### src/rtl/pli_pkg.sv
`timescale 1ns / 1ps

package pli_pkg;

    // List capacity, clipped to what the store and the result fields can hold.
    localparam int CAPACITY  = 16;
    localparam int MAX_CELLS = 16;
    localparam int EFF_CAP   = (CAPACITY < MAX_CELLS) ? CAPACITY : MAX_CELLS;

    localparam int OP_W    = 2;
    localparam int VALUE_W = 32;
    localparam int POS_W   = 5;
    localparam int STAT_W  = 3;
    localparam int IDX_W   = 4;
    localparam int TOTAL_W = 5;

    typedef enum logic [OP_W-1:0] {
        OP_INSERT   = 2'd0,
        OP_DELETE   = 2'd1,
        OP_TRAVERSE = 2'd2
    } op_t;

    typedef enum logic [STAT_W-1:0] {
        ST_DONE    = 3'd0,
        ST_BAD_POS = 3'd1,
        ST_EMPTY   = 3'd2,
        ST_FULL    = 3'd3,
        ST_ELEMENT = 3'd4
    } status_t;

    typedef enum logic [1:0] {
        CMD_HOLD,
        CMD_INSERT,
        CMD_DELETE,
        CMD_ROTATE
    } cell_cmd_t;

    // Broadcast to every cell of the chain.
    typedef struct packed {
        cell_cmd_t          cmd;
        logic [POS_W-1:0]   pos;
        logic [TOTAL_W-1:0] last_pos;
    } cell_ctrl_t;

    typedef struct packed {
        logic [OP_W-1:0]           operation;
        logic signed [VALUE_W-1:0] item_value;
        logic [POS_W-1:0]          slot_index;
    } in_item_t;

    typedef struct packed {
        logic [STAT_W-1:0]         status;
        logic signed [VALUE_W-1:0] element_value;
        logic [IDX_W-1:0]          element_index;
        logic [TOTAL_W-1:0]        element_total;
        logic                      last;
    } out_item_t;

endpackage

### src/rtl/pli_cell.sv
`timescale 1ns / 1ps

module pli_cell (
    input  logic                                aclk,
    input  pli_pkg::cell_ctrl_t                 ctrl,
    input  logic [pli_pkg::TOTAL_W-1:0]         cell_idx,
    input  logic signed [pli_pkg::VALUE_W-1:0]  new_value,
    input  logic signed [pli_pkg::VALUE_W-1:0]  left_value,
    input  logic signed [pli_pkg::VALUE_W-1:0]  right_value,
    input  logic signed [pli_pkg::VALUE_W-1:0]  wrap_value,
    output logic signed [pli_pkg::VALUE_W-1:0]  value
);
    import pli_pkg::*;

    logic signed [VALUE_W-1:0] value_reg;
    logic signed [VALUE_W-1:0] value_next;

    always_comb begin
        value_next = value_reg;
        case (ctrl.cmd)
            CMD_INSERT: begin
                // Open a gap at the position, shift later cells up.
                if (cell_idx == ctrl.pos) begin
                    value_next = new_value;
                end else if (cell_idx > ctrl.pos) begin
                    value_next = left_value;
                end
            end
            CMD_DELETE: begin
                // Close the gap, shift later cells down.
                if (cell_idx >= ctrl.pos) begin
                    value_next = right_value;
                end
            end
            CMD_ROTATE: begin
                // Advance the list toward cell 0, the head wraps to the tail.
                if (cell_idx == ctrl.last_pos) begin
                    value_next = wrap_value;
                end else begin
                    value_next = right_value;
                end
            end
            default: begin
                value_next = value_reg;
            end
        endcase
    end

    always_ff @(posedge aclk) begin
        value_reg <= value_next;
    end

    assign value = value_reg;

endmodule

### src/rtl/positional_list_insert_delete.sv
`timescale 1ns / 1ps

// Channel  Ports                      Payload             Direction
// s_       s_valid s_ready s_data     pli_pkg::in_item_t  operation beat in
// m_       m_valid m_ready m_data     pli_pkg::out_item_t result beat out
//
// Insert and delete answer one beat each; all cells shift at once.
// Traverse first starts the walk, then gives one element beat per cycle while the
// result register is free, rotating the cell chain one place per beat; after the last
// beat the list is back in place.
// Reset (aresetn low at a clock edge) empties the list; cell contents are not cleared.
// A stall on m_ready holds the result register and pauses any traversal.
// A new operation is taken when no traversal runs and the result register is free.

module positional_list_insert_delete (
    input  logic               aclk,
    input  logic               aresetn,
    input  logic               s_valid,
    output logic               s_ready,
    input  pli_pkg::in_item_t  s_data,
    output logic               m_valid,
    input  logic               m_ready,
    output pli_pkg::out_item_t m_data
);
    import pli_pkg::*;

    typedef enum logic {
        S_IDLE,
        S_TRAV
    } state_t;

    state_t             state_reg,    state_next;
    logic [TOTAL_W-1:0] count_reg,    count_next;
    logic [IDX_W-1:0]   trav_idx_reg, trav_idx_next;
    logic               m_valid_reg,  m_valid_next;
    out_item_t          m_data_reg,   m_data_next;

    cell_ctrl_t                ctrl;
    logic signed [VALUE_W-1:0] cell_value [EFF_CAP];

    logic               out_free;
    logic               s_fire;
    logic [TOTAL_W-1:0] last_pos;
    logic               trav_last;

    // Output slot frees when empty or being taken this cycle.
    assign out_free = !m_valid_reg || m_ready;
    assign s_ready  = (state_reg == S_IDLE) && out_free;
    assign s_fire   = s_valid && s_ready;

    assign last_pos  = count_reg - TOTAL_W'(1);
    assign trav_last = ({1'b0, trav_idx_reg} == last_pos);

    always_comb begin
        state_next    = state_reg;
        count_next    = count_reg;
        trav_idx_next = trav_idx_reg;
        m_valid_next  = m_valid_reg && !m_ready;
        m_data_next   = m_data_reg;
        ctrl.cmd      = CMD_HOLD;
        ctrl.pos      = s_data.slot_index;
        ctrl.last_pos = last_pos;

        case (state_reg)
            S_IDLE: begin
                if (s_fire) begin
                    m_data_next.element_value = '0;
                    m_data_next.element_index = '0;
                    m_data_next.last          = 1'b1;
                    case (s_data.operation)
                        OP_INSERT: begin
                            if (s_data.slot_index > count_reg) begin
                                m_data_next.status = ST_BAD_POS;
                            end else if (count_reg >= TOTAL_W'(EFF_CAP)) begin
                                m_data_next.status = ST_FULL;
                            end else begin
                                m_data_next.status = ST_DONE;
                                ctrl.cmd           = CMD_INSERT;
                                count_next         = count_reg + TOTAL_W'(1);
                            end
                            m_data_next.element_total = count_next;
                            m_valid_next              = 1'b1;
                        end
                        OP_DELETE: begin
                            if (count_reg == '0) begin
                                m_data_next.status = ST_EMPTY;
                            end else if (s_data.slot_index >= count_reg) begin
                                m_data_next.status = ST_BAD_POS;
                            end else begin
                                m_data_next.status = ST_DONE;
                                ctrl.cmd           = CMD_DELETE;
                                count_next         = count_reg - TOTAL_W'(1);
                            end
                            m_data_next.element_total = count_next;
                            m_valid_next              = 1'b1;
                        end
                        OP_TRAVERSE: begin
                            if (count_reg == '0) begin
                                m_data_next.status        = ST_EMPTY;
                                m_data_next.element_total = '0;
                                m_valid_next              = 1'b1;
                            end else begin
                                // Start the walk; the first beat is built in S_TRAV and then registered.
                                state_next    = S_TRAV;
                                trav_idx_next = '0;
                            end
                        end
                        default: begin
                            // Unused code: drop the beat, no result.
                            m_data_next = m_data_reg;
                        end
                    endcase
                end
            end
            S_TRAV: begin
                if (out_free) begin
                    // Emit the head cell and rotate the chain by one.
                    m_data_next.status        = ST_ELEMENT;
                    m_data_next.element_value = cell_value[0];
                    m_data_next.element_index = trav_idx_reg;
                    m_data_next.element_total = count_reg;
                    m_data_next.last          = trav_last;
                    m_valid_next              = 1'b1;
                    ctrl.cmd                  = CMD_ROTATE;
                    trav_idx_next             = trav_idx_reg + IDX_W'(1);
                    if (trav_last) begin
                        state_next = S_IDLE;
                    end
                end
            end
            default: begin
                state_next = S_IDLE;
            end
        endcase
    end

    always_ff @(posedge aclk) begin
        if (!aresetn) begin
            state_reg    <= S_IDLE;
            count_reg    <= '0;
            trav_idx_reg <= '0;
            m_valid_reg  <= 1'b0;
        end else begin
            state_reg    <= state_next;
            count_reg    <= count_next;
            trav_idx_reg <= trav_idx_next;
            m_valid_reg  <= m_valid_next;
        end
        m_data_reg <= m_data_next;
    end

    assign m_valid = m_valid_reg;
    assign m_data  = m_data_reg;

    // Each cell sees its neighbors and the head; cell 0 takes the input from its left.
    for (genvar g = 0; g < EFF_CAP; g++) begin : g_cell
        logic signed [VALUE_W-1:0] left_value;
        logic signed [VALUE_W-1:0] right_value;

        if (g == 0) begin : g_head
            assign left_value = s_data.item_value;
        end else begin : g_body
            assign left_value = cell_value[g-1];
        end

        if (g == EFF_CAP - 1) begin : g_tail
            assign right_value = cell_value[g];
        end else begin : g_inner
            assign right_value = cell_value[g+1];
        end

        pli_cell u_cell (
            .aclk        (aclk),
            .ctrl        (ctrl),
            .cell_idx    (TOTAL_W'(g)),
            .new_value   (s_data.item_value),
            .left_value  (left_value),
            .right_value (right_value),
            .wrap_value  (cell_value[0]),
            .value       (cell_value[g])
        );
    end

    // The count never passes the capacity.
    a_count_cap: assert property (@(posedge aclk) disable iff (!aresetn)
        count_reg <= TOTAL_W'(EFF_CAP))
        else $error("element count above capacity");

    // A traversal only runs over a non-empty list and stays in range.
    a_trav_range: assert property (@(posedge aclk) disable iff (!aresetn)
        state_reg == S_TRAV |-> (count_reg != '0) && ({1'b0, trav_idx_reg} < count_reg))
        else $error("traversal index out of range");

    // The count does not change during a traversal.
    a_trav_count: assert property (@(posedge aclk) disable iff (!aresetn)
        state_reg == S_TRAV |=> count_reg == $past(count_reg))
        else $error("count changed during traversal");

    // A successful insert grows the list by exactly one.
    a_insert_grow: assert property (@(posedge aclk) disable iff (!aresetn)
        s_fire && (s_data.operation == OP_INSERT) && (ctrl.cmd == CMD_INSERT)
        |=> count_reg == $past(count_reg) + TOTAL_W'(1))
        else $error("insert did not grow the list by one");

    // A result beat marked last leaves no traversal running behind it.
    a_last_idle: assert property (@(posedge aclk) disable iff (!aresetn)
        (state_reg == S_TRAV) && out_free && trav_last |=> state_reg == S_IDLE)
        else $error("traversal continued past last element");

endmodule
### config.mk
export PLATFORM = sky130hd
export DESIGN_NAME = positional_list_insert_delete
export DESIGN_NICKNAME = d
export VERILOG_FILES = /design/src/rtl/pli_pkg.sv /design/src/rtl/pli_cell.sv /design/src/rtl/positional_list_insert_delete.sv
export SDC_FILE = /design/constraint.sdc
export NUM_CORES = 1
export LEC_CHECK = 0
export ABC_AREA = 0
export BUFFER_PORTS_ARGS = -buffer_cell sky130_fd_sc_hd__buf_2
export CAP_MARGIN = 20
export CORE_MARGIN = 3
export CORE_UTILIZATION = 44
export CTS_CLUSTER_SIZE = 10
export DETAILED_ROUTE_END_ITERATION = 10
export HOLD_SLACK_MARGIN = 0.02
export PLACE_DENSITY_LB_ADDON = 0.3
export SLEW_MARGIN = 5
export SYNTH_ARGS = -nofsm -noshare
export SYNTH_HDL_FRONTEND = slang
export SYNTH_SLANG_ARGS = --single-unit
### constraint.sdc
create_clock -name aclk -period 7.6 [get_ports aclk]
set_input_delay 1.52 -clock aclk [delete_from_list [all_inputs] [get_ports aclk]]
set_output_delay 1.52 -clock aclk [all_outputs]
set_load 0.005 [all_outputs]
==> qor.log <==
qor: routing.detailroute.via_count 29600
qor: hold_path.worst_min_path_class reg -> reg
qor: yosys.yosysTopAreaCellShare 48.6%
qor: sta.final.period_utilization 66.8%
qor: sta.setup_viol 0
qor: setup_path.critPathMaxFanout 24
qor: placed_design.finalWeightedCongestion 0.866
qor: yosys.synth_ff_type sky130_fd_sc_hd__edfxtp_1
qor: yosys.muxShareOfSynthArea 6.74%
qor: yosys.syn_area 34500 um2
qor: layout.finalNetCount 3594
qor: grt.grt.overflow.total 0
qor: routing.detail_route.wirelength 115000 um
qor: hold_path.worstHoldPathCells 1
qor: power.peakVddDrop 0.000125 V
qor: clock_tree.path_clk_slew 0.06 ns
qor: setup_path.cp-end-kind register
qor: floorplan.placement_rows 101
qor: yosys.yosysWarnings 0
qor: yosys.yosys.area_share.simple 14.8%
qor: sta.setup-tns-final 0 ns
qor: placed_design.placed_cell_area 35100 um2
qor: setup_path.worst_r2r_path_depth 10
qor: yosys.ys_async_sr_fraction 0%
qor: grt.maximum_number_of_pins_on_one_net_before_global_route_repair 196
qor: routing.first_iter_violations 4088
qor: sta.slew_viol_final 0
qor: yosys.synth.area.top_cells sky130_fd_sc_hd__edfxtp_1 (49%), sky130_fd_sc_hd__nand2_1 (11%), sky130_fd_sc_hd__a21oi_1 (9.7%), sky130_fd_sc_hd__a221o_1 (7.2%), sky130_fd_sc_hd__mux2i_1 (6.7%)
qor: placed_design.post-place-cells 4488
qor: layout.layoutNonFillerInstCount 4597
qor: floorplan.initial_core_utilization 44.9%
qor: sta.fin_crit 5.07 ns
qor: floorplan.die_y 286 um
qor: yosys.post_synth_xor_area_fraction 0.254%
qor: placed_design.port_buffers 89
qor: yosys.synth_nets 3812
qor: sta.tightestPinTransition 1.21 ns
qor: setup_path.timing.critical_path.required 7.92 ns
qor: clock_tree.htree_levels 3
qor: grt.grt_first_pass_wirelength 174000 um
qor: clock_tree.tritoncts done
qor: yosys.post_synthesis_register_bit_count 568
qor: power.p_leak 12.8 nW
qor: yosys.synth_seq_area_share 49.2%
qor: clock_tree.cts_buffers 69
qor: clock_tree.cts_root_buf sky130_fd_sc_hd__clkbuf_16
qor: sta.setup_repair_after_global_routing_missed_its_margin false
qor: yosys.yosys.area.top_type sky130_fd_sc_hd__edfxtp_1
qor: setup_path.setup.worst_path.class in -> reg
qor: placed_design.place.detailed.hpwl 72900 um
qor: clock_tree.cts_sinks 568
qor: sta.hold_violations 0
qor: yosys.synth_compound_area_share 22.3%
qor: floorplan.die-area 81700 um2
qor: routing.drt_drc_violations_left 0
qor: layout.filler_cell_count 7059
qor: floorplan.floorplan.die.width 286 um
qor: clock_tree.cts_max_path_buffers 3
qor: sta.timing.max_slew.rel_slack 19.1%
qor: layout.layout_cells_sized_above_1 8.82%
qor: clock_tree.worstSkewPairLatency 0.63 ns
qor: setup_path.worst-endpoint-arrival 5.39 ns
qor: routing.routedWlPerCell 25.0 um
qor: grt.antenna_found_initial 8
qor: grt.number_of_global_route_vias_before_repair 27500
qor: yosys.synthesis.area_per_instance 9.18 um2
qor: power.powerDensity 197 nW/um2
qor: sta.max_freq 0.197 GHz
qor: yosys.postSynthCellCount 3752
qor: clock_tree.postCtsHoldBufs 0
qor: grt.grt_util_all_layers 26.9%
qor: sta.fin_hold_ws 0.545 ns
qor: routing.post_dr_vias_cell 6.43
qor: yosys.synth-edff-count 557
qor: floorplan.pin_count 90
qor: yosys.synth_top_family_by_area compound AO/OA/AOI/OAI gates
qor: layout.area_growth_syn_to_layout 7.89%
qor: routing.detailedRoute.firstPassIterationCount 7
qor: yosys.synth_cell_type_count 63
qor: floorplan.core_outline_area 76700 um2
qor: layout.number_of_flip_flops_under_the_largest_register_name 512
qor: status.run_status complete, no violations
qor: sta.final.setup_skew 0.0341 ns
qor: clock_tree.cts_post_setup_buffers_inserted 0
qor: power.power 7.32 mW
qor: yosys.synth-adder-area-share 0.617%
qor: routing.route.antenna.remaining_nets 0
qor: clock_tree.post_cts_resized 0
qor: setup_path.crit_path_start_kind input pin
qor: layout.final_cell_area 37200 um2
qor: flow_run.maxCapViolCount 0
[cell usage in the layout, fill, tap and decap left out, types with 46 or more instances in the layout]
cell	instances
sky130_fd_sc_hd__nand2_1	1049
sky130_fd_sc_hd__a21oi_1	660
sky130_fd_sc_hd__edfxtp_1	557
sky130_fd_sc_hd__a221o_1	249
sky130_fd_sc_hd__mux2i_1	231
sky130_fd_sc_hd__o22ai_1	201
sky130_fd_sc_hd__buf_2	89
sky130_fd_sc_hd__clkbuf_16	69
sky130_fd_sc_hd__and2_1	65
sky130_fd_sc_hd__buf_4	62
sky130_fd_sc_hd__o21ai_0	46
[routing by layer]
metal / vias up / wire [um] / track usage, %
li1: 13300 / - / -
met2: 1897 / 50700 / 40.6
met5: - / 0 / 0
met1: 14200 / 47800 / 38.7
met3: 210 / 12300 / 4.52
met4: 0 / 4050 / 10.7
[cells by family (layout without fill, tap and decap cells)]
family                     after synthesis  after routing
adders and majority gates               17             17
DFF                                    568            568
xor gates and xnor gates                10             10
muxes                                  232            232
buffers and inverters                  470            280
other                                    0              5
and+or+nand+nor                       1242           1242
AOI/OAI and AO/OA                     1213           1213
[worst paths after layout]
check                                        startpoint                                    end  slack (ns)
hold / removal    g_cell[15].u_cell.value[17]$_DFFE_PP_  g_cell[14].u_cell.value[17]$_DFFE_PP_        0.54
setup reg to reg              count_reg[0]$_SDFFE_PN0P_   g_cell[5].u_cell.value[25]$_DFFE_PP_        2.77
setup / recovery                              s_data[2]   g_cell[2].u_cell.value[21]$_DFFE_PP_        2.53
hold reg to reg   g_cell[15].u_cell.value[17]$_DFFE_PP_  g_cell[14].u_cell.value[17]$_DFFE_PP_        0.54
[area by class of cell]
| type | instances | area (um2) | area share [%] |
|---|---|---|---|
| timing repair buffer | 167 | 1250 | 3.35 |
| sequential | 568 | 16900 | 45.6 |
| clock buffer | 85 | 1790 | 4.81 |
| antenna | 5 | 12.5 | 0.0337 |
| tap | 1030 | 1290 | 3.47 |
| inverter | 14 | 52.6 | 0.141 |
| clock inverter | 14 | 161 | 0.434 |
| multi-input combinational | 2714 | 15700 | 42.2 |
[where the power goes]
part           total [mW]  leakage, nW  switching (mW)  internal [mW]
registers            3.60         5.16          0.0649           3.54
clock network        3.03        0.945            1.34           1.69
logic               0.682         6.72           0.446          0.236
total                7.32         12.8            1.85           5.47
[synthesized netlist by cell type (14+ instances only)]
library cell               number
sky130_fd_sc_hd__mux2i_1      231
sky130_fd_sc_hd__edfxtp_1     557
sky130_fd_sc_hd__nor2_1        41
sky130_fd_sc_hd__buf_6         28
sky130_fd_sc_hd__o21ai_0       50
sky130_fd_sc_hd__buf_1         73
sky130_fd_sc_hd__and2_1        67
sky130_fd_sc_hd__nand3_1       15
sky130_fd_sc_hd__buf_2         74
sky130_fd_sc_hd__o22ai_1      201
sky130_fd_sc_hd__a21oi_1      667
sky130_fd_sc_hd__a221o_1      249
sky130_fd_sc_hd__nand2_1     1049
sky130_fd_sc_hd__inv_1         14
sky130_fd_sc_hd__clkbuf_1     269
sky130_fd_sc_hd__ha_1          17
[metrics by stage]
stage / utilization, % / setup WS [ns]
after floorplan: - / 1.60
after global placement: 45.6 / 2.06
after detailed placement: 45.7 / 1.97
after CTS: 48.3 / 2.61
after global routing: 48.5 / 2.38
final: 48.5 / 2.53
[worst max-delay path, cell delays in order]
cell and delay (ns):
sky130_fd_sc_hd__buf_2 0.31, sky130_fd_sc_hd__ha_1 0.31, sky130_fd_sc_hd__and3_1 0.18, sky130_fd_sc_hd__and3_1 0.23, sky130_fd_sc_hd__nor3_2 0.68, sky130_fd_sc_hd__a41o_2 0.73
sky130_fd_sc_hd__nor2_1 0.24, sky130_fd_sc_hd__a21oi_4 0.82, sky130_fd_sc_hd__buf_4 0.33
Power figures use the tool's default switching activity.
